<file path="src/hdl/omw_pkg.sv">
`default_nettype none
// ----------------------------------------------------------------------------
// omw_pkg
// Shared types and constants for the one-wire bus master timing block.
// ----------------------------------------------------------------------------
package omw_pkg;

    localparam int TIMER_BITS_DEF = 10;

    localparam int CFG_IDX_BITS   = 3;
    localparam int CFG_DATA_BITS  = 10;
    localparam int BYTE_BITS      = 8;
    localparam int BIT_IDX_BITS   = 3;

    // Reset values of the timing registers, in ticks
    localparam logic [CFG_DATA_BITS-1:0] RESET_LOW_DEF     = 10'd500;
    localparam logic [CFG_DATA_BITS-1:0] PRESENCE_WAIT_DEF = 10'd70;
    localparam logic [CFG_DATA_BITS-1:0] RESET_TAIL_DEF    = 10'd420;
    localparam logic [CFG_DATA_BITS-1:0] SLOT_SHORT_DEF    = 10'd10;
    localparam logic [CFG_DATA_BITS-1:0] SLOT_LONG_DEF     = 10'd70;
    localparam logic [CFG_DATA_BITS-1:0] READ_LOW_DEF      = 10'd7;
    localparam logic [CFG_DATA_BITS-1:0] READ_SAMPLE_DEF   = 10'd10;
    localparam logic [CFG_DATA_BITS-1:0] READ_TAIL_DEF     = 10'd60;

    localparam logic [BIT_IDX_BITS-1:0] LAST_BIT = 3'd7;

    typedef enum logic [1:0] {
        OP_TICK  = 2'd0,
        OP_RESET = 2'd1,
        OP_WRITE = 2'd2,
        OP_READ  = 2'd3
    } t_opcode;

    typedef enum logic [CFG_IDX_BITS-1:0] {
        REG_RESET_LOW     = 3'd0,
        REG_PRESENCE_WAIT = 3'd1,
        REG_RESET_TAIL    = 3'd2,
        REG_SLOT_SHORT    = 3'd3,
        REG_SLOT_LONG     = 3'd4,
        REG_READ_LOW      = 3'd5,
        REG_READ_SAMPLE   = 3'd6,
        REG_READ_TAIL     = 3'd7
    } t_reg_idx;

    typedef enum logic [3:0] {
        PH_IDLE     = 4'd0,
        PH_RST_LOW  = 4'd1,
        PH_RST_WAIT = 4'd2,
        PH_RST_TAIL = 4'd3,
        PH_WR_LOW   = 4'd4,
        PH_WR_REL   = 4'd5,
        PH_RD_LOW   = 4'd6,
        PH_RD_WAIT  = 4'd7,
        PH_RD_TAIL  = 4'd8
    } t_phase;

    typedef struct packed {
        logic [CFG_DATA_BITS-1:0] reset_low_time;
        logic [CFG_DATA_BITS-1:0] presence_wait_time;
        logic [CFG_DATA_BITS-1:0] reset_tail_time;
        logic [CFG_DATA_BITS-1:0] slot_short_time;
        logic [CFG_DATA_BITS-1:0] slot_long_time;
        logic [CFG_DATA_BITS-1:0] read_low_time;
        logic [CFG_DATA_BITS-1:0] read_sample_time;
        logic [CFG_DATA_BITS-1:0] read_tail_time;
    } t_timing;

    typedef struct packed {
        logic                 drive_low;
        logic                 busy_res;
        logic                 done_res;
        logic                 presence;
        logic [BYTE_BITS-1:0] read_data;
        logic                 rejected;
    } t_result;

endpackage
`default_nettype wire

</file>
<file path="src/hdl/omw_ifs.sv">
`default_nettype none
// ----------------------------------------------------------------------------
// omw channel interfaces
// Valid/ready channels for commands, results and timing register writes.
// ----------------------------------------------------------------------------
interface omw_in_if;
    logic                          valid;
    logic                          ready;
    logic [1:0]                    opcode;
    logic [omw_pkg::BYTE_BITS-1:0] write_byte;
    logic                          bus_level;

    modport source (output valid, output opcode, output write_byte, output bus_level,
                    input ready);
    modport sink   (input valid, input opcode, input write_byte, input bus_level,
                    output ready);
endinterface

interface omw_out_if;
    logic                          valid;
    logic                          ready;
    logic                          drive_low;
    logic                          busy_res;
    logic                          done_res;
    logic                          presence;
    logic [omw_pkg::BYTE_BITS-1:0] read_data;
    logic                          rejected;

    modport source (output valid, output drive_low, output busy_res, output done_res,
                    output presence, output read_data, output rejected, input ready);
    modport sink   (input valid, input drive_low, input busy_res, input done_res,
                    input presence, input read_data, input rejected, output ready);
endinterface

interface omw_cfg_if;
    logic                              valid;
    logic                              ready;
    logic [omw_pkg::CFG_IDX_BITS-1:0]  index;
    logic [omw_pkg::CFG_DATA_BITS-1:0] data;

    modport source (output valid, output index, output data, input ready);
    modport sink   (input valid, input index, input data, output ready);
endinterface
`default_nettype wire

</file>
<file path="src/hdl/omw_cfg.sv">
`default_nettype none
// ----------------------------------------------------------------------------
// omw_cfg
// Timing register file, loaded with defaults at reset.
// ----------------------------------------------------------------------------
module omw_cfg (
    input  wire logic                              i_clk,
    input  wire logic                              i_rst_n,
    input  wire logic                              i_wr_en,
    input  wire logic [omw_pkg::CFG_IDX_BITS-1:0]  i_wr_idx,
    input  wire logic [omw_pkg::CFG_DATA_BITS-1:0] i_wr_data,
    output omw_pkg::t_timing                       o_timing
);

    omw_pkg::t_timing r_timing;
    omw_pkg::t_timing n_timing;

    always_comb begin
        n_timing = r_timing;
        if (i_wr_en) begin
            unique case (omw_pkg::t_reg_idx'(i_wr_idx))
                omw_pkg::REG_RESET_LOW:     n_timing.reset_low_time     = i_wr_data;
                omw_pkg::REG_PRESENCE_WAIT: n_timing.presence_wait_time = i_wr_data;
                omw_pkg::REG_RESET_TAIL:    n_timing.reset_tail_time    = i_wr_data;
                omw_pkg::REG_SLOT_SHORT:    n_timing.slot_short_time    = i_wr_data;
                omw_pkg::REG_SLOT_LONG:     n_timing.slot_long_time     = i_wr_data;
                omw_pkg::REG_READ_LOW:      n_timing.read_low_time      = i_wr_data;
                omw_pkg::REG_READ_SAMPLE:   n_timing.read_sample_time   = i_wr_data;
                omw_pkg::REG_READ_TAIL:     n_timing.read_tail_time     = i_wr_data;
                default:                    n_timing = r_timing;
            endcase
        end
    end

    always_ff @(posedge i_clk) begin
        if (!i_rst_n) begin
            r_timing.reset_low_time     <= omw_pkg::RESET_LOW_DEF;
            r_timing.presence_wait_time <= omw_pkg::PRESENCE_WAIT_DEF;
            r_timing.reset_tail_time    <= omw_pkg::RESET_TAIL_DEF;
            r_timing.slot_short_time    <= omw_pkg::SLOT_SHORT_DEF;
            r_timing.slot_long_time     <= omw_pkg::SLOT_LONG_DEF;
            r_timing.read_low_time      <= omw_pkg::READ_LOW_DEF;
            r_timing.read_sample_time   <= omw_pkg::READ_SAMPLE_DEF;
            r_timing.read_tail_time     <= omw_pkg::READ_TAIL_DEF;
        end else begin
            r_timing <= n_timing;
        end
    end

    assign o_timing = r_timing;

endmodule
`default_nettype wire

</file>
<file path="src/hdl/omw_seq.sv">
`default_nettype none
// ----------------------------------------------------------------------------
// omw_seq
// Phase sequencer: one timer step or command decision per accepted item.
// ----------------------------------------------------------------------------
module omw_seq #(
    parameter int TIMER_BITS = omw_pkg::TIMER_BITS_DEF
) (
    input  wire logic                          i_clk,
    input  wire logic                          i_rst_n,
    input  wire logic                          i_accept,
    input  wire logic [1:0]                    i_opcode,
    input  wire logic [omw_pkg::BYTE_BITS-1:0] i_write_byte,
    input  wire logic                          i_bus_level,
    input  wire omw_pkg::t_timing              i_timing,
    output omw_pkg::t_result                   o_result
);

    omw_pkg::t_phase                      r_phase,   n_phase;
    logic [TIMER_BITS-1:0]                r_timer,   n_timer;
    logic [omw_pkg::BIT_IDX_BITS-1:0]     r_bit_idx, n_bit_idx;
    logic [omw_pkg::BYTE_BITS-1:0]        r_shift,   n_shift;
    logic                                 r_drive,   n_drive;
    logic                                 r_pres,    n_pres;
    logic [omw_pkg::BYTE_BITS-1:0]        r_rdata,   n_rdata;
    logic                                 done;
    logic                                 rej;
    logic                                 busy;

    always_comb begin
        n_phase   = r_phase;
        n_timer   = r_timer;
        n_bit_idx = r_bit_idx;
        n_shift   = r_shift;
        n_drive   = r_drive;
        n_pres    = r_pres;
        n_rdata   = r_rdata;
        done      = 1'b0;
        rej       = 1'b0;
        busy      = (r_phase != omw_pkg::PH_IDLE);

        if (omw_pkg::t_opcode'(i_opcode) != omw_pkg::OP_TICK) begin
            if (busy) begin
                rej = 1'b1;
            end else begin
                n_bit_idx = '0;
                n_drive   = 1'b1;
                unique case (omw_pkg::t_opcode'(i_opcode))
                    omw_pkg::OP_RESET: begin
                        n_phase = omw_pkg::PH_RST_LOW;
                        n_timer = TIMER_BITS'(i_timing.reset_low_time);
                    end
                    omw_pkg::OP_WRITE: begin
                        n_phase = omw_pkg::PH_WR_LOW;
                        n_shift = i_write_byte;
                        n_timer = i_write_byte[0] ? TIMER_BITS'(i_timing.slot_short_time)
                                                  : TIMER_BITS'(i_timing.slot_long_time);
                    end
                    default: begin
                        n_phase = omw_pkg::PH_RD_LOW;
                        n_shift = '0;
                        n_timer = TIMER_BITS'(i_timing.read_low_time);
                    end
                endcase
            end
        end else if (busy) begin
            if (r_timer <= TIMER_BITS'(1)) begin
                unique case (r_phase)
                    omw_pkg::PH_RST_LOW: begin
                        n_phase = omw_pkg::PH_RST_WAIT;
                        n_drive = 1'b0;
                        n_timer = TIMER_BITS'(i_timing.presence_wait_time);
                    end
                    omw_pkg::PH_RST_WAIT: begin
                        n_pres  = ~i_bus_level;
                        n_phase = omw_pkg::PH_RST_TAIL;
                        n_drive = 1'b0;
                        n_timer = TIMER_BITS'(i_timing.reset_tail_time);
                    end
                    omw_pkg::PH_WR_LOW: begin
                        n_phase = omw_pkg::PH_WR_REL;
                        n_drive = 1'b0;
                        n_timer = r_shift[0] ? TIMER_BITS'(i_timing.slot_long_time)
                                             : TIMER_BITS'(i_timing.slot_short_time);
                    end
                    omw_pkg::PH_WR_REL: begin
                        if (r_bit_idx == omw_pkg::LAST_BIT) begin
                            done = 1'b1;
                        end else begin
                            n_bit_idx = r_bit_idx + 1'b1;
                            n_shift   = {1'b0, r_shift[omw_pkg::BYTE_BITS-1:1]};
                            n_phase   = omw_pkg::PH_WR_LOW;
                            n_drive   = 1'b1;
                            n_timer   = r_shift[1] ? TIMER_BITS'(i_timing.slot_short_time)
                                                   : TIMER_BITS'(i_timing.slot_long_time);
                        end
                    end
                    omw_pkg::PH_RD_LOW: begin
                        n_phase = omw_pkg::PH_RD_WAIT;
                        n_drive = 1'b0;
                        n_timer = TIMER_BITS'(i_timing.read_sample_time);
                    end
                    omw_pkg::PH_RD_WAIT: begin
                        n_shift = {i_bus_level, r_shift[omw_pkg::BYTE_BITS-1:1]};
                        n_phase = omw_pkg::PH_RD_TAIL;
                        n_drive = 1'b0;
                        n_timer = TIMER_BITS'(i_timing.read_tail_time);
                    end
                    omw_pkg::PH_RD_TAIL: begin
                        if (r_bit_idx == omw_pkg::LAST_BIT) begin
                            n_rdata = r_shift;
                            done    = 1'b1;
                        end else begin
                            n_bit_idx = r_bit_idx + 1'b1;
                            n_phase   = omw_pkg::PH_RD_LOW;
                            n_drive   = 1'b1;
                            n_timer   = TIMER_BITS'(i_timing.read_low_time);
                        end
                    end
                    default: begin
                        // reset tail end, or any unused code: finish the sequence
                        done = (r_phase == omw_pkg::PH_RST_TAIL);
                    end
                endcase
                if (done || r_phase == omw_pkg::PH_IDLE || r_phase > omw_pkg::PH_RD_TAIL) begin
                    n_phase = omw_pkg::PH_IDLE;
                    n_drive = 1'b0;
                    n_timer = '0;
                end
            end else begin
                n_timer = r_timer - TIMER_BITS'(1);
            end
        end
    end

    always_ff @(posedge i_clk) begin
        if (!i_rst_n) begin
            r_phase   <= omw_pkg::PH_IDLE;
            r_timer   <= '0;
            r_bit_idx <= '0;
            r_shift   <= '0;
            r_drive   <= 1'b0;
            r_pres    <= 1'b0;
            r_rdata   <= '0;
        end else if (i_accept) begin
            r_phase   <= n_phase;
            r_timer   <= n_timer;
            r_bit_idx <= n_bit_idx;
            r_shift   <= n_shift;
            r_drive   <= n_drive;
            r_pres    <= n_pres;
            r_rdata   <= n_rdata;
        end
    end

    always_comb begin
        o_result.drive_low = n_drive;
        o_result.busy_res  = (n_phase != omw_pkg::PH_IDLE);
        o_result.done_res  = done;
        o_result.presence  = n_pres;
        o_result.read_data = n_rdata;
        o_result.rejected  = rej;
    end

    a_reject_holds: assert property (@(posedge i_clk) disable iff (!i_rst_n)
        (i_accept && rej) |=> ($stable(r_phase) && $stable(r_timer) && $stable(r_shift)))
        else $error("rejected command changed sequencer state");

    a_done_releases: assert property (@(posedge i_clk) disable iff (!i_rst_n)
        (i_accept && done) |=> (r_phase == omw_pkg::PH_IDLE && !r_drive))
        else $error("finished sequence left the bus driven or busy");

    a_idle_released: assert property (@(posedge i_clk) disable iff (!i_rst_n)
        (r_phase == omw_pkg::PH_IDLE) |-> !r_drive)
        else $error("bus driven low while idle");

endmodule
`default_nettype wire

</file>
<file path="src/hdl/omw_ostg.sv">
`default_nettype none
// ----------------------------------------------------------------------------
// omw_ostg
// Result register with a skid entry between sequencer and result channel.
// ----------------------------------------------------------------------------
module omw_ostg (
    input  wire logic              i_clk,
    input  wire logic              i_rst_n,
    input  wire logic              i_push,
    input  wire omw_pkg::t_result  i_data,
    output logic                   o_ready,
    output logic                   o_valid,
    input  wire logic              i_ready,
    output omw_pkg::t_result       o_data
);

    logic             r_main_v;
    logic             r_skid_v;
    omw_pkg::t_result r_main;
    omw_pkg::t_result r_skid;
    logic             pop;

    assign pop     = r_main_v && i_ready;
    assign o_ready = !r_skid_v;
    assign o_valid = r_main_v;
    assign o_data  = r_main;

    always_ff @(posedge i_clk) begin
        if (!i_rst_n) begin
            r_main_v <= 1'b0;
            r_skid_v <= 1'b0;
        end else if (!r_main_v || pop) begin
            if (r_skid_v) begin
                r_main_v <= 1'b1;
                r_skid_v <= 1'b0;
            end else begin
                r_main_v <= i_push;
            end
        end else if (i_push) begin
            r_skid_v <= 1'b1;
        end
    end

    always_ff @(posedge i_clk) begin
        if (!r_main_v || pop) begin
            r_main <= r_skid_v ? r_skid : i_data;
        end
        if (i_push && r_main_v && !pop) begin
            r_skid <= i_data;
        end
    end

    a_skid_behind_main: assert property (@(posedge i_clk) disable iff (!i_rst_n)
        r_skid_v |-> r_main_v)
        else $error("skid entry holds a result while the main register is empty");

    a_no_push_when_full: assert property (@(posedge i_clk) disable iff (!i_rst_n)
        (r_skid_v && !pop) |=> r_skid_v)
        else $error("skid entry dropped before the result was taken");

endmodule
`default_nettype wire

</file>
<file path="src/hdl/one_wire_master_timing.sv">
`default_nettype none
// ----------------------------------------------------------------------------
// one_wire_master_timing
// One-wire bus master sequencer paced by one-microsecond tick transactions.
// ----------------------------------------------------------------------------
// Results: each accepted transaction's result is registered. Throughput: one
// input transaction per cycle while the skid entry is free; the single
// sequencer register stage plus a two-entry result stage sets this figure.
// Reset: synchronous, active low; the sequencer returns to idle with the bus
// released, timing registers load their defaults and the result stage empties.
// ----------------------------------------------------------------------------
module one_wire_master_timing #(
    parameter int TIMER_BITS = omw_pkg::TIMER_BITS_DEF
) (
    input  wire logic  i_clk,
    input  wire logic  i_rst_n,
    omw_in_if.sink     i_in,
    omw_out_if.source  o_out,
    omw_cfg_if.sink    i_cfg
);

    omw_pkg::t_timing timing;
    omw_pkg::t_result seq_result;
    omw_pkg::t_result out_result;
    logic             in_ready;
    logic             in_accept;
    logic             out_valid;

    // Timing registers take a write transaction in any cycle; the host must only
    // write them while no sequence runs, which the block itself does not enforce.
    assign i_cfg.ready = 1'b1;

    omw_cfg u_cfg (
        .i_clk     (i_clk),
        .i_rst_n   (i_rst_n),
        .i_wr_en   (i_cfg.valid),
        .i_wr_idx  (i_cfg.index),
        .i_wr_data (i_cfg.data),
        .o_timing  (timing)
    );

    // Advance the sequencer only on an accepted transaction; hold otherwise.
    assign i_in.ready = in_ready;
    assign in_accept  = i_in.valid && in_ready;

    omw_seq #(
        .TIMER_BITS (TIMER_BITS)
    ) u_seq (
        .i_clk        (i_clk),
        .i_rst_n      (i_rst_n),
        .i_accept     (in_accept),
        .i_opcode     (i_in.opcode),
        .i_write_byte (i_in.write_byte),
        .i_bus_level  (i_in.bus_level),
        .i_timing     (timing),
        .o_result     (seq_result)
    );

    // Register the result; the skid entry takes one more input transaction
    // while the result channel stalls.
    omw_ostg u_ostg (
        .i_clk   (i_clk),
        .i_rst_n (i_rst_n),
        .i_push  (in_accept),
        .i_data  (seq_result),
        .o_ready (in_ready),
        .o_valid (out_valid),
        .i_ready (o_out.ready),
        .o_data  (out_result)
    );

    assign o_out.valid     = out_valid;
    assign o_out.drive_low = out_result.drive_low;
    assign o_out.busy_res  = out_result.busy_res;
    assign o_out.done_res  = out_result.done_res;
    assign o_out.presence  = out_result.presence;
    assign o_out.read_data = out_result.read_data;
    assign o_out.rejected  = out_result.rejected;

endmodule
`default_nettype wire

</file>
<file path="src/flat_wrapper.sv">
// flat-port wrapper written by rule: the top's interface ports become plain ports
module one_wire_master_timing_flat 
#(
    parameter int TIMER_BITS = omw_pkg::TIMER_BITS_DEF
)
  (i_clk, i_rst_n, i_in_valid, i_in_opcode, i_in_write_byte, i_in_bus_level, i_in_ready, o_out_valid, o_out_drive_low, o_out_busy_res, o_out_done_res, o_out_presence, o_out_read_data, o_out_rejected, o_out_ready, i_cfg_valid, i_cfg_index, i_cfg_data, i_cfg_ready);
  omw_in_if i_in_i ();
  omw_out_if o_out_i ();
  omw_cfg_if i_cfg_i ();
  input  wire logic i_clk;
  input  wire logic i_rst_n;
  input wire logic [$bits(i_in_i.valid)-1:0] i_in_valid;
  input wire logic [$bits(i_in_i.opcode)-1:0] i_in_opcode;
  input wire logic [$bits(i_in_i.write_byte)-1:0] i_in_write_byte;
  input wire logic [$bits(i_in_i.bus_level)-1:0] i_in_bus_level;
  output wire logic [$bits(i_in_i.ready)-1:0] i_in_ready;
  output wire logic [$bits(o_out_i.valid)-1:0] o_out_valid;
  output wire logic [$bits(o_out_i.drive_low)-1:0] o_out_drive_low;
  output wire logic [$bits(o_out_i.busy_res)-1:0] o_out_busy_res;
  output wire logic [$bits(o_out_i.done_res)-1:0] o_out_done_res;
  output wire logic [$bits(o_out_i.presence)-1:0] o_out_presence;
  output wire logic [$bits(o_out_i.read_data)-1:0] o_out_read_data;
  output wire logic [$bits(o_out_i.rejected)-1:0] o_out_rejected;
  input wire logic [$bits(o_out_i.ready)-1:0] o_out_ready;
  input wire logic [$bits(i_cfg_i.valid)-1:0] i_cfg_valid;
  input wire logic [$bits(i_cfg_i.index)-1:0] i_cfg_index;
  input wire logic [$bits(i_cfg_i.data)-1:0] i_cfg_data;
  output wire logic [$bits(i_cfg_i.ready)-1:0] i_cfg_ready;
  assign i_in_i.valid = i_in_valid;
  assign i_in_i.opcode = i_in_opcode;
  assign i_in_i.write_byte = i_in_write_byte;
  assign i_in_i.bus_level = i_in_bus_level;
  assign i_in_ready = i_in_i.ready;
  assign o_out_valid = o_out_i.valid;
  assign o_out_drive_low = o_out_i.drive_low;
  assign o_out_busy_res = o_out_i.busy_res;
  assign o_out_done_res = o_out_i.done_res;
  assign o_out_presence = o_out_i.presence;
  assign o_out_read_data = o_out_i.read_data;
  assign o_out_rejected = o_out_i.rejected;
  assign o_out_i.ready = o_out_ready;
  assign i_cfg_i.valid = i_cfg_valid;
  assign i_cfg_i.index = i_cfg_index;
  assign i_cfg_i.data = i_cfg_data;
  assign i_cfg_ready = i_cfg_i.ready;
  one_wire_master_timing #(.TIMER_BITS(TIMER_BITS)) u_core (.i_clk(i_clk), .i_rst_n(i_rst_n), .i_in(i_in_i), .o_out(o_out_i), .i_cfg(i_cfg_i));
endmodule
</file>
<file path="config.mk">
export PLATFORM = sky130hd
export DESIGN_NAME = one_wire_master_timing_flat
export DESIGN_NICKNAME = d
export VERILOG_FILES = /design/src/hdl/omw_pkg.sv /design/src/hdl/omw_ifs.sv /design/src/hdl/omw_cfg.sv /design/src/hdl/omw_seq.sv /design/src/hdl/omw_ostg.sv /design/src/hdl/one_wire_master_timing.sv /design/src/flat_wrapper.sv
export SDC_FILE = /design/constraint.sdc
export NUM_CORES = 1
export LEC_CHECK = 0
export ABC_AREA = 1
export BUFFER_PORTS_ARGS = -buffer_cell sky130_fd_sc_hd__buf_2
export CAP_MARGIN = 20
export CORE_MARGIN = 2
export CORE_UTILIZATION = 40
export DETAILED_ROUTE_END_ITERATION = 8
export GPL_TIMING_DRIVEN = 1
export PLACE_DENSITY = 0.6
export SLEW_MARGIN = 25
export SYNTH_ARGS = -nofsm -noshare
export SYNTH_HDL_FRONTEND = slang
export SYNTH_SLANG_ARGS = --single-unit
export TNS_END_PERCENT = 20
</file>
<file path="constraint.sdc">
create_clock -name i_clk -period 4.9 [get_ports i_clk]
set_input_delay 0.98 -clock i_clk [delete_from_list [all_inputs] [get_ports i_clk]]
set_output_delay 0.98 -clock i_clk [all_outputs]
set_load 0.01 [all_outputs]
</file>
# Yosys cells after proc, flatten, opt, wreduce, memory -nomap -nowiden
# Index checks and enable logic that the tools add are counted.
# totals
regBits	143
input_bits	29
output_inout_bits	16
wordCells	155
# op_classes
n_addsub	2
n_lt_le_gt_ge	2
eq_ne	25
mux	62
bitwise_logic	2
reduce_logical	33
# op_table
operator	n
$mux 10	10
$mux 8	10
$pmux 10 s7	1
$pmux 8 s2	2
$mux 4	7
$pmux 4 s7	1
$mux 1	20
$pmux 10 s2	1
$mux 3	6
$eq 4x3->1 const B	4
$reduce_and 2->1	8
$eq 3x3->1 const B	5
$mux 13	1
$reduce_and 6->1	2
$le 10x1->1 const B	1
$ne 10x2->1 const B	1
$ne 5x5->1 const B	2
$sub 10x1->10 const B	1
$eq 4x2->1 const B	2
$reduce_bool 2->1	4
$reduce_bool 4->1	2
$reduce_and 7->1	1
$eq 3x2->1 const B	2
$ne 2x2->1 const B	3
other kinds (19)	29

# Longest topological paths before layout
# Gate-level depths: netlist (run 1).
# depth
word_depth	14
mapped_depth	15
mapped_depth_nobuf	15

# Cells and area by module
# Synthesis (run 1) repeated with hierarchy kept, for this count alone.
# hier_totals
cells_unflattened	1172
hier_area_um2	7718.7
# modules_own_cells
module	instances	cells_per_inst	area_each_um2	seq_area_each_um2
omw_seq	1	656	3612.2	700.7
omw_cfg	1	433	3061.7	1601.5
omw_ostg	1	79	1026.0	820.8
one_wire_master_timing	1	4	18.8	0.0

# Worst setup path after synthesis (run 1)
# No wires, ideal clock.
# synth_path
path_type	input to register
start	input port i_in_opcode[0]
end	register u_core.u_seq.r_timer[0]
setup_ns	0.115
arrival_time_ns	2.833
required_time_ns	4.785
setup_slack_ns	1.953
path_stages	13
path_buffers	4
path_cell_list	inv_1 -> ha_1 -> buf_2 -> clkinv_1 -> clkbuf_1 -> clkbuf_1 -> ha_1 -> clkinv_1 -> nand3_2 -> buf_6 -> inv_2 -> o21ai_1 -> nor2_1
# synth_via
elab_chain_len	4
word_cells_on_any_way	12
cone_classes	6 x eq/ne; 3 x mux; 3 x reduce/logical
# synth_lines
item	line_no	source
start, declared	flat_wrapper.sv:13	input wire logic [$bits(i_in_i.opcode)-1:0] i_in_opcode;
$eq 2x2->1 or $eq 2x1->1 (tied branches)	omw_seq.sv:48	unique case (omw_pkg::t_opcode'(i_opcode))
$pmux 10 s2	omw_seq.sv:48	
$mux 10	omw_seq.sv:43	if (busy) begin
$mux 10	omw_seq.sv:42	if (omw_pkg::t_opcode'(i_opcode) != omw_pkg::OP_TICK) begin
end signal, assigned	omw_seq.sv:147	r_timer <= n_timer;
end, declared	omw_seq.sv:20	logic [TIMER_BITS-1:0] r_timer, n_timer;
# Parallel ways exist; a longest one is shown, timed or not. The select of a mux whose other input is x is not followed.
# A chain may end at the register's enable or synchronous reset.

==> summary.txt, run 1 <==
Status
  – Status: finished with violations
  – Failing checks: design-rule violations

Placement
  – Placed insts: 1295
  – PortBufs: 43
  – Post-DP HPWL: 14.8 mm
  – RePlAce Congestion: 0.905
  – Placement Cell Area: 0.00772 mm²

Synthesis
  – Ys flop type: dfxtp_1
  – Sequential fraction of the synthesis area: 42.2%
  – Main area contributors after synthesis: dfxtp_1, nand2_1, edfxtp_1, nor2_1, o21ai_0
  – Synth cell types: 43
  – Synth top cells by count: nand2_1, nor2_1, o21ai_0
  – Yosys reg bits: 143
  – Async set-reset flop share out of synthesis: 0%
  – Average cell area after synthesis: 6.90 µm²
  – Most instantiated library cell after synthesis: nand2_1
  – Syn Inst Count: 1072
  – Post-synth top area share: 31.7%
  – Yosys top cell by area: dfxtp_1
  – Post-Syn Area: 0.00740 mm²
  – Syn nets: 1112
  – Yosys warning count: 0
  – Number of flops mapped to enable cells by yosys: 26

Final layout
  – # fillers: 1843
  – Synth-to-layout area growth: 13.1%
  – Non-Filler Instances: 1327
  – Multi-input logic area: 0.00369 mm²
  – # nets final: 1125
  – Share of layout cells above drive strength 1: 11.7%
  – FF+latch area: 0.00312 mm²
  – N_diodes: 0
  – Design Area, Final: 0.00837 mm²

Route
  – Vias per cell: 5.24
  – ANT nets after route: 0
  – DRC Markers: 4
  – Routed WL: 21.6 mm
  – Drt first pass iters: 7
  – Vias post-DR: 6955
  – Iter 0 DRT Violations: 583
  – Average wire per standard cell: 16.3 µm

GRT
  – Number of global-route vias before repair: 6553
  – Wire length of the first global-routing pass: 35.0 mm
  – Initial antenna violation count: 0
  – Global-route usage over all layers: 22.7%
  – Largest net degree at the start of global routing: 99
  – Residual overflow from global routing: 0

CTS
  – CTS tree: yes
  – Clock slew at reported path FFs: 0.07 ns
  – Clk_lat worst skew: 0.43 ns
  – Hold Buf Count CTS: 0
  – Clk buf depth: 2
  – CTS Sinks: 143
  – Root Driver: clkbuf_16
  – Postcts setup bufs: 0
  – H-tree Lvls: 4
  – Num CTS Buffers: 17
  – # resized after CTS: 0

Setup path
  – Worst Reg2Reg Path Length in Cells: 14
  – Required time worst endpoint: 5.08 ns
  – CP startpoint: i_in_opcode[1]
  – Critical path type: in2reg
  – CP peak stage delay: 0.62 ns
  – Worst path slowest cell: ha_1
  – Crit end category: flop
  – CP startpoint kind: input pin
  – Crit-path cells: buf_2, inv_1, ha_1, clkinv_1, buf_4, nor2_2, inv_2, nor2_4, nand3_4, nand2_1, o21ai_2, nand2_1, nand2_1
  – R2r startpoint: u_core.u_seq.r_phase[0]$_SDFFE_PN0P_
  – R2R setup slack: 2.12 ns
  – Max FO, Critical Path: 34
  – Most used cell, CP: nand2_1
  – Critical path arrival: 3.25 ns
  – R2r endpoint: u_core.u_ostg.o_data[11]$_DFFE_PP_
  – Crit path capture: u_core.u_ostg.o_data[7]$_DFFE_PP_

Timing
  – Least-Margin Pin Slew: 0.930 ns
  – Post-layout minimum cycle time: 3.07 ns
  – FMAX: 326 MHz
  – Slew Viols, Final: 0
  – Hold Vio Cnt, Final: 0
  – Relative slew slack: 38.0%
  – Setup TNS: 0 ns
  – Unrepaired setup endpoints after global routing: no
  – Final Cycle Share: 62.6%
  – # setup viols final: 0
  – Final clock skew: 0.00996 ns
  – WHS: 0.459 ns

Pwr
  – Power per cell area: 394 mW/mm²
  – Peak supply drop: 0.345 mV
  – Pleak: 0.00382 µW

Floorplan
  – Die Y: 140 µm
  – Cell row count: 49
  – Die ar.: 0.0196 mm²
  – Starting density of the core: 40.9%
  – I/O Pins: 45
  – Die extent in x: 140 µm
  – Placeable Area: 0.0181 mm²

Hold path
  – Hold wc startpoint: u_core.u_cfg.o_timing[77]$_SDFFE_PN1P_
  – Hold Path Class: reg2reg

Flow run
  – Max cap viols: 0
## per-layer routing
metal	track usage, %	share of wire (%)	up-vias
li1	-	-	3504
met1	29.7	45	3195
met2	37.5	47	219
met3	3.93	5.6	37
met4	8.67	2.4	0
met5	0	0	-
## cells in the final DEF (no fill, tap or decap), types with 3 or more instances in the layout
| cell | netlist | final |
|---|---|---|
| buf_2 | 7 | 43 |
| bufinv_16 | 0 | 5 |
| nand3_1 | 68 | 68 |
| and2_1 | 3 | 3 |
| clkinv_1 | 7 | 8 |
| inv_2 | 9 | 9 |
| o211ai_1 | 13 | 13 |
| a21oi_1 | 51 | 51 |
| a31oi_1 | 3 | 3 |
| nor2_2 | 8 | 9 |
| nand4_1 | 7 | 7 |
| dfxtp_1 | 117 | 117 |
| inv_1 | 73 | 73 |
| clkbuf_16 | 0 | 17 |
| a22oi_1 | 3 | 3 |
| ha_1 | 11 | 11 |
| nor3_1 | 13 | 13 |
| o21ai_1 | 13 | 13 |
| clkinv_4 | 1 | 3 |
| nor2_4 | 3 | 3 |
| nand2_2 | 11 | 11 |
| nand2_1 | 217 | 217 |
| buf_4 | 1 | 9 |
| edfxtp_1 | 26 | 26 |
| o21ai_0 | 125 | 125 |
| o21ai_2 | 8 | 8 |
| nor2_1 | 203 | 202 |
## metrics by stage
stage	total power, µW	setup slack [ns]	util (%)
after floorplan	1720	1.95	-
after global placement	1870	1.49	42.7
after detailed placement	1880	1.40	42.7
after CTS	3300	1.83	46.2
after global routing	3440	1.57	46.3
final	3290	1.83	46.3
## registers in the layout, summed over array words and instances, names as in the netlist
| register | flops |
|---|---|
| u_core.u_cfg.o_timing | 80 |
| u_core.u_ostg.o_data | 13 |
| u_core.u_ostg.r_skid | 13 |
| u_core.u_seq.r_timer | 10 |
| u_core.u_seq.r_rdata | 8 |
| u_core.u_seq.r_shift | 8 |
| u_core.u_seq.r_phase | 4 |
| u_core.u_seq.r_bit_idx | 3 |
| u_core.u_ostg.o_valid | 1 |
| u_core.u_ostg.r_skid_v | 1 |
| u_core.u_seq.r_drive | 1 |
| u_core.u_seq.r_pres | 1 |
## power breakdown
part / internal (µW) / switching [µW]
sequential: 1270 / 49.3
combinational: 166 / 376
clock: 907 / 527
## worst min-delay path by stage
stage                                             endpoint  depth (start not counted)  slack [ns]
floorplan           u_core.u_cfg.o_timing[55]$_SDFFE_PN1P_                          2        0.43
global placement    u_core.u_cfg.o_timing[62]$_SDFFE_PN1P_                          2        0.44
detailed placement   u_core.u_cfg.o_timing[2]$_SDFFE_PN1P_                          2        0.45
CTS                  u_core.u_cfg.o_timing[2]$_SDFFE_PN1P_                          2        0.46
global route        u_core.u_cfg.o_timing[55]$_SDFFE_PN1P_                          2        0.48
finish              u_core.u_cfg.o_timing[77]$_SDFFE_PN1P_                          2        0.46
## cells by family (layout without fill, tap and decap cells)
logic type               count (synthesis)  in the layout  share of synthesized area [%]
AO/OA/AOI/OAI                          223            223                           16.3
AND/OR/NAND/NOR                        542            542                           31.1
other                                    1              1                         0.0507
buffers and inverters                  148            174                           8.00
flip-flops                             143            143                           42.2
adder cells (fa/ha/maj)                 11             11                           1.86
XOR/XNOR                                 4              4                          0.474
## area by class of cell
type | instances | area share (%)
clock buffers | 19 | 5.17
clock inverters | 13 | 2.53
inverters | 90 | 4.10
multi-input cells | 781 | 44.1
flip-flops and latches | 143 | 37.3
well taps | 229 | 3.42
repair buffers | 52 | 3.38
## critical path: cells and delay by family
kind / cells / cell delay [ns]
AO/OA/AOI/OAI: 1 / 0.08
adder cells (fa/ha/maj): 1 / 0.62
buffers and inverters: 5 / 0.76
AND/OR/NAND/NOR: 6 / 0.78
No activity file was read; power rests on OpenSTA's default activity.
==> run 2, diff against run 1 <==
--- a/config.mk
+++ b/config.mk
@@ -12,7 +12,7 @@
 export CORE_UTILIZATION = 40
 export DETAILED_ROUTE_END_ITERATION = 8
 export GPL_TIMING_DRIVEN = 1
-export PLACE_DENSITY = 0.6
+export PLACE_DENSITY = 0.62
 export SLEW_MARGIN = 25
 export SYNTH_ARGS = -nofsm -noshare
 export SYNTH_HDL_FRONTEND = slang
==> constraint.sdc (replaced) <==
create_clock -name i_clk -period 2.8 [get_ports i_clk]
set_input_delay 0.56 -clock i_clk [delete_from_list [all_inputs] [get_ports i_clk]]
set_output_delay 0.56 -clock i_clk [all_outputs]
set_load 0.01 [all_outputs]
==> run 2 against run 1 <==
  * The flow now finishes without violations
  * Critical path depth is the same
  * Clock power is 62% higher
  * Total power grew 69%
  * Worst hold slack lost 0.029 ns
  * Worst setup slack lost 1.5 ns
  * Register-to-register slack got worse by 1.8 ns
  * Non-clock buffer count up 15
  * First-iteration DRC count is 0.17% lower
  * Critical endpoint is now u_core.u_ostg.o_data[11]$_DFFE_PP_
  * Largest cell class unchanged
  * Highest routed layer unchanged
==> summary.txt, run 2 (synthesis results as in run 1) <==
Setup path
  – Critical path arrival: 2.67 ns
  – Max FO, Critical Path: 11
  – CP startpoint kind: flop
  – Required time worst endpoint: 2.98 ns
  – Critical path type: reg2reg
  – Crit end category: flop

CTS
  – Num CTS Buffers: 17
  – Hold Buf Count CTS: 0
  – CTS Sinks: 143
  – Clk buf depth: 2
  – Clk_lat worst skew: 0.43 ns
  – CTS tree: yes
  – # resized after CTS: 0
  – Clock slew at reported path FFs: 0.07 ns
  – Root Driver: clkbuf_16
  – Postcts setup bufs: 0
  – H-tree Lvls: 4

GRT
  – Largest net degree at the start of global routing: 87
  – Global-route usage over all layers: 21.7%
  – Number of global-route vias before repair: 6372
  – Residual overflow from global routing: 0
  – Initial antenna violation count: 0
  – Wire length of the first global-routing pass: 33.6 mm

Final layout
  – N_diodes: 0
  – # nets final: 1140
  – Share of layout cells above drive strength 1: 12.9%
  – Commonest non-fill, non-tap cell in the layout: nand2_1
  – Synth-to-layout area growth: 14.1%
  – Leading cell types in the layout, fill and taps excluded: nand2_1, nor2_1, o21ai_0
  – Max FFs per register: 80
  – Non-Filler Instances: 1341

Floorplan
  – I/O Pins: 45
  – Placeable Area: 0.0181 mm²
  – Die ar.: 0.0196 mm²
  – Starting density of the core: 40.9%
  – Die extent in x: 140 µm
  – Cell row count: 49
  – Die Y: 140 µm

Timing
  – Final Cycle Share: 88.8%
  – Relative slew slack: 46.1%
  – Final clock skew: 0.0107 ns
  – Final WS setup: 0.313 ns
  – Slew Viols, Final: 0
  – FMAX: 402 MHz
  – Setup TNS: 0 ns
  – Post-layout minimum cycle time: 2.49 ns
  – Hold Vio Cnt, Final: 0
  – Unrepaired setup endpoints after global routing: no
  – # setup viols final: 0
  – Least-Margin Pin Slew: 0.806 ns

Route
  – Vias post-DR: 6992
  – Iter 0 DRT Violations: 582
  – ANT nets after route: 0
  – Average wire per standard cell: 15.6 µm
  – Drt first pass iters: 8
  – DRC Markers: 0
  – Vias per cell: 5.21
  – Routed WL: 20.9 mm

Hold path
  – Hold Path Class: in2reg

Pwr
  – Clock power share: 41.6%
  – Pleak: 0.00388 µW
  – Power per cell area: 661 mW/mm²
  – Switching Fraction: 29.8%
  – Final Power: 5580 µW
  – Switch Pwr: 1660 µW
  – Comb pwr share: 17.1%
  – Internal: 3920 µW
  – Peak supply drop: 0.444 mV
  – Sequential share of power: 41.2%

Status
  – Status: completed

Flow run
  – Max cap viols: 0

Placement
  – Post-DP HPWL: 14.7 mm
  – Placed insts: 1310
  – RePlAce Congestion: 0.913
  – PortBufs: 43
  – Post-place setup slack: 0.283 ns
run 2: cell types whose count changed in the layout (fill, tap and decap cells not counted), sizes merged:
| cell | delta |
|---|---|
| buf | +15 |
| bufinv | -3 |
| clkinv | -3 |
| inv | +3 |
| clkbuf | +2 |
run 2: area by class of cell:
cell class,instances,area [µm²]
clock buffer,21,472
clock inverter,10,125
fill,1880,9640
inverter,90,343
multi-input combinational,781,3680
sequential,143,3120
tap,229,287
timing repair buffer,67,408
run 2: metal layers:
| metal | share of wire [%] | global-route usage (%) | vias up |
|---|---|---|---|
| met4 | 3.5 | 9.25 | 0 |
| met1 | 46 | 28.6 | 3213 |
| met3 | 4.6 | 3.76 | 38 |
| met5 | 0 | 0 | - |
| li1 | - | - | 3545 |
| met2 | 46 | 35.3 | 196 |
run 2: power by group through the flow:
| stage | registers [µW] | logic [µW] | clock network (µW) |
|---|---|---|---|
| 2_1_floorplan | 2330 | 684 | 0 |
| 3_3_place_gp | 2340 | 943 | 0 |
| 3_5_place_dp | 2340 | 947 | 0 |
| 4_1_cts | 2300 | 952 | 2360 |
| 5_1_grt | 2310 | 1070 | 2440 |
| 6_report | 2300 | 957 | 2320 |
run 2: metrics by stage:
stage	hold WS (ns)	instance area (µm²)	utilization [%]
5_1_grt	0.460	8440	46.7
3_3_place_gp	0.438	7850	43.4
3_5_place_dp	0.443	7850	43.4
6_report	0.431	8440	46.7
4_1_cts	0.428	8440	46.7
2_1_floorplan	0.429	7400	-
run 2: final timing paths:
path	from	cells after the start	end	slack, ns
hold reg to reg	u_core.u_cfg.o_timing[57]$_SDFFE_PN1P_	2	u_core.u_cfg.o_timing[57]$_SDFFE_PN1P_	0.46
setup reg to reg	u_core.u_seq.r_phase[1]$_SDFFE_PN0P_	13	u_core.u_ostg.o_data[11]$_DFFE_PP_	0.31
hold / removal	i_in_write_byte[6]	3	u_core.u_seq.r_shift[6]$_SDFFE_PN0P_	0.43
setup / recovery	u_core.u_seq.r_phase[1]$_SDFFE_PN0P_	13	u_core.u_ostg.o_data[11]$_DFFE_PP_	0.31
run 2: critical path: stages (launching register included):
cell	delay [ns]
dfxtp_1	0.51
nor2_4	0.10
nand2_2	0.15
nand2_2	0.10
nor2_1	0.62
nand2_2	0.20
nand3_1	0.14
nand2_1	0.06
nand2_1	0.05
nand2_1	0.06
nor2_1	0.09
nand2_1	0.08
nand2_1	0.06
nand2_1	0.04
==> run 3, diff against run 2 <==
--- a/config.mk
+++ b/config.mk
@@ -13,6 +13,7 @@
 export DETAILED_ROUTE_END_ITERATION = 8
 export GPL_TIMING_DRIVEN = 1
 export PLACE_DENSITY = 0.62
+export REMOVE_ABC_BUFFERS = 1
 export SLEW_MARGIN = 25
 export SYNTH_ARGS = -nofsm -noshare
 export SYNTH_HDL_FRONTEND = slang
==> run 3 against run 2 <==
  * The run now ends with design-rule violations left
  * Largest power group unchanged
  * Critical path depth is the same
  * Routed wire length grew 0.33%
  * Sequential share of layout area shrank 0.35 points
  * Maximum frequency shrank 0.81%
  * Clock-buffer cell count is the same
  * Flip-flop and latch count is the same
==> summary.txt, run 3 (synthesis results as in run 1) <==
Setup path
  – Critical path type: reg2reg
  – Required time worst endpoint: 2.98 ns
  – Crit end category: flop
  – CP startpoint kind: flop
  – R2R setup slack: 0.29 ns
  – R2r endpoint: u_core.u_ostg.o_data[11]$_DFFE_PP_
  – Critical path arrival: 2.69 ns
  – Worst Reg2Reg Path Length in Cells: 13
  – Max FO, Critical Path: 11
  – R2r startpoint: u_core.u_seq.r_phase[0]$_SDFFE_PN0P_

Timing
  – Relative slew slack: 42.7%
  – Final clock skew: 0.0131 ns
  – FMAX: 399 MHz
  – Slew Viols, Final: 0
  – WHS: 0.422 ns
  – Hold Vio Cnt, Final: 0
  – # setup viols final: 0
  – Unrepaired setup endpoints after global routing: no
  – Post-layout minimum cycle time: 2.51 ns
  – Setup TNS: 0 ns
  – Final Cycle Share: 89.5%
  – Least-Margin Pin Slew: 0.856 ns

Hold path
  – End of the worst hold path: u_core.u_seq.r_shift[6]$_SDFFE_PN0P_
  – Hold wc startpoint: i_in_write_byte[6]
  – Hold Path Class: in2reg
  – Hold path depth: 3

CTS
  – Clk_lat worst skew: 0.43 ns
  – Hold Buf Count CTS: 0
  – CTS Sinks: 143
  – Clock slew at reported path FFs: 0.06 ns
  – H-tree Lvls: 4
  – Root Driver: clkbuf_16
  – CTS tree: yes
  – Num CTS Buffers: 17
  – Clk buf depth: 2
  – # resized after CTS: 0
  – Postcts setup bufs: 0

Route
  – Routed WL: 21.0 mm
  – DRC Markers: 3
  – Vias per cell: 5.18
  – Vias post-DR: 6988
  – Average wire per standard cell: 15.6 µm
  – Drt first pass iters: 9
  – ANT nets after route: 0
  – Iter 0 DRT Violations: 722

Floorplan
  – Die Y: 140 µm
  – Placeable Area: 0.0181 mm²
  – Starting density of the core: 40.9%
  – Cell row count: 49
  – Die extent in x: 140 µm
  – I/O Pins: 45
  – Die ar.: 0.0196 mm²

Final layout
  – Util after Layout: 47.1%
  – Share of layout cells above drive strength 1: 13.5%
  – FF+latch area: 0.00312 mm²
  – Synth-to-layout area growth: 15.2%
  – N_diodes: 0
  – # nets final: 1146
  – # fillers: 1828
  – Multi-input logic area: 0.00368 mm²
  – Leading cell types in the layout, fill and taps excluded: nand2_1, nor2_1, o21ai_0
  – Max FFs per register: 80
  – Commonest non-fill, non-tap cell in the layout: nand2_1

Flow run
  – Max cap viols: 0

GRT
  – Wire length of the first global-routing pass: 34.2 mm
  – Initial antenna violation count: 0
  – Global-route usage over all layers: 22.2%
  – Number of global-route vias before repair: 6510
  – Largest net degree at the start of global routing: 68
  – Residual overflow from global routing: 0

Status
  – Status: finished with violations
  – Failing checks: design-rule violations

Pwr
  – Peak supply drop: 0.439 mV
  – Power per cell area: 667 mW/mm²
  – Pleak: 0.00393 µW

Placement
  – Post-DP HPWL: 15.1 mm
  – RePlAce Congestion: 0.883
  – PortBufs: 43
## run 3: changes by cell type in the layout (fill, tap and decap cells not counted)
cell / previous run / this run
buf_4: 23 / 29
clkinv_2: 0 / 2
bufinv_16: 2 / 3
clkbuf_1: 2 / 1
clkbuf_8: 1 / 2
clkinvlp_4: 2 / 1
inv_4: 1 / 0
## run 3: worst max-delay path by stage
stage / from / to / slack (ns) / cells past startpoint
CTS: u_core.u_seq.r_phase[0]$_SDFFE_PN0P_ / u_core.u_ostg.o_data[11]$_DFFE_PP_ / 0.35 / 13
detailed placement: u_core.u_seq.r_phase[0]$_SDFFE_PN0P_ / u_core.u_ostg.o_data[11]$_DFFE_PP_ / 0.39 / 13
floorplan: i_in_opcode[1] / u_core.u_seq.r_shift[6]$_SDFFE_PN0P_ / -0.13 / 10
global route: u_core.u_seq.r_phase[1]$_SDFFE_PN0P_ / u_core.u_ostg.o_data[11]$_DFFE_PP_ / 0.1 / 13
global placement: i_in_opcode[0] / u_core.u_seq.r_shift[2]$_SDFFE_PN0P_ / 0.41 / 12
finish: u_core.u_seq.r_phase[0]$_SDFFE_PN0P_ / u_core.u_ostg.o_data[11]$_DFFE_PP_ / 0.29 / 13
## run 3: power breakdown
part | switching, µW | internal [µW]
Clock | 902 | 1510
Combinational | 665 | 312
Sequential | 75.2 | 2220
## run 3: layout make-up
cell class / instances / share of cell area [%]
multi-input cells: 781 / 43.2
clock buffers: 21 / 5.65
well taps: 229 / 3.36
flip-flops and latches: 143 / 36.6
repair buffers: 73 / 5.31
clock inverters: 11 / 1.78
inverters: 90 / 4.02
## run 3: stage by stage
| step | cells | worst slack [ns] | power [µW] | instance area, µm² |
|---|---|---|---|---|
| after floorplan | 1014 | -0.135 | 2960 | 7150 |
| after global placement | 1316 | 0.406 | 3300 | 7890 |
| after detailed placement | 1316 | 0.388 | 3300 | 7890 |
| after CTS | 1348 | 0.350 | 5720 | 8520 |
| after global routing | 1348 | 0.0950 | 5950 | 8520 |
| final | 1348 | 0.293 | 5680 | 8520 |
## run 3: per-layer routing
metal | wire (µm) | share of wire [%] | GRT usage, % | vias up
li1 | - | - | - | 3554
met1 | 9840 | 47 | 29.8 | 3192
met5 | 0 | 0 | 0 | -
met3 | 1100 | 5.2 | 4.58 | 44
met2 | 9420 | 45 | 35.3 | 198
met4 | 641 | 3.1 | 8.93 | 0
## run 3: worst max-delay path, stage by stage, from the launching register on
cell	delay, ns
dfxtp_1	0.49
nor2_4	0.10
nand2_2	0.10
nand2_2	0.08
nor2_1	0.65
nand2_2	0.21
nand3_1	0.14
nand2_1	0.06
nand2_1	0.05
nand2_1	0.06
nor2_1	0.12
nand2_1	0.10
nand2_1	0.06
nand2_1	0.04
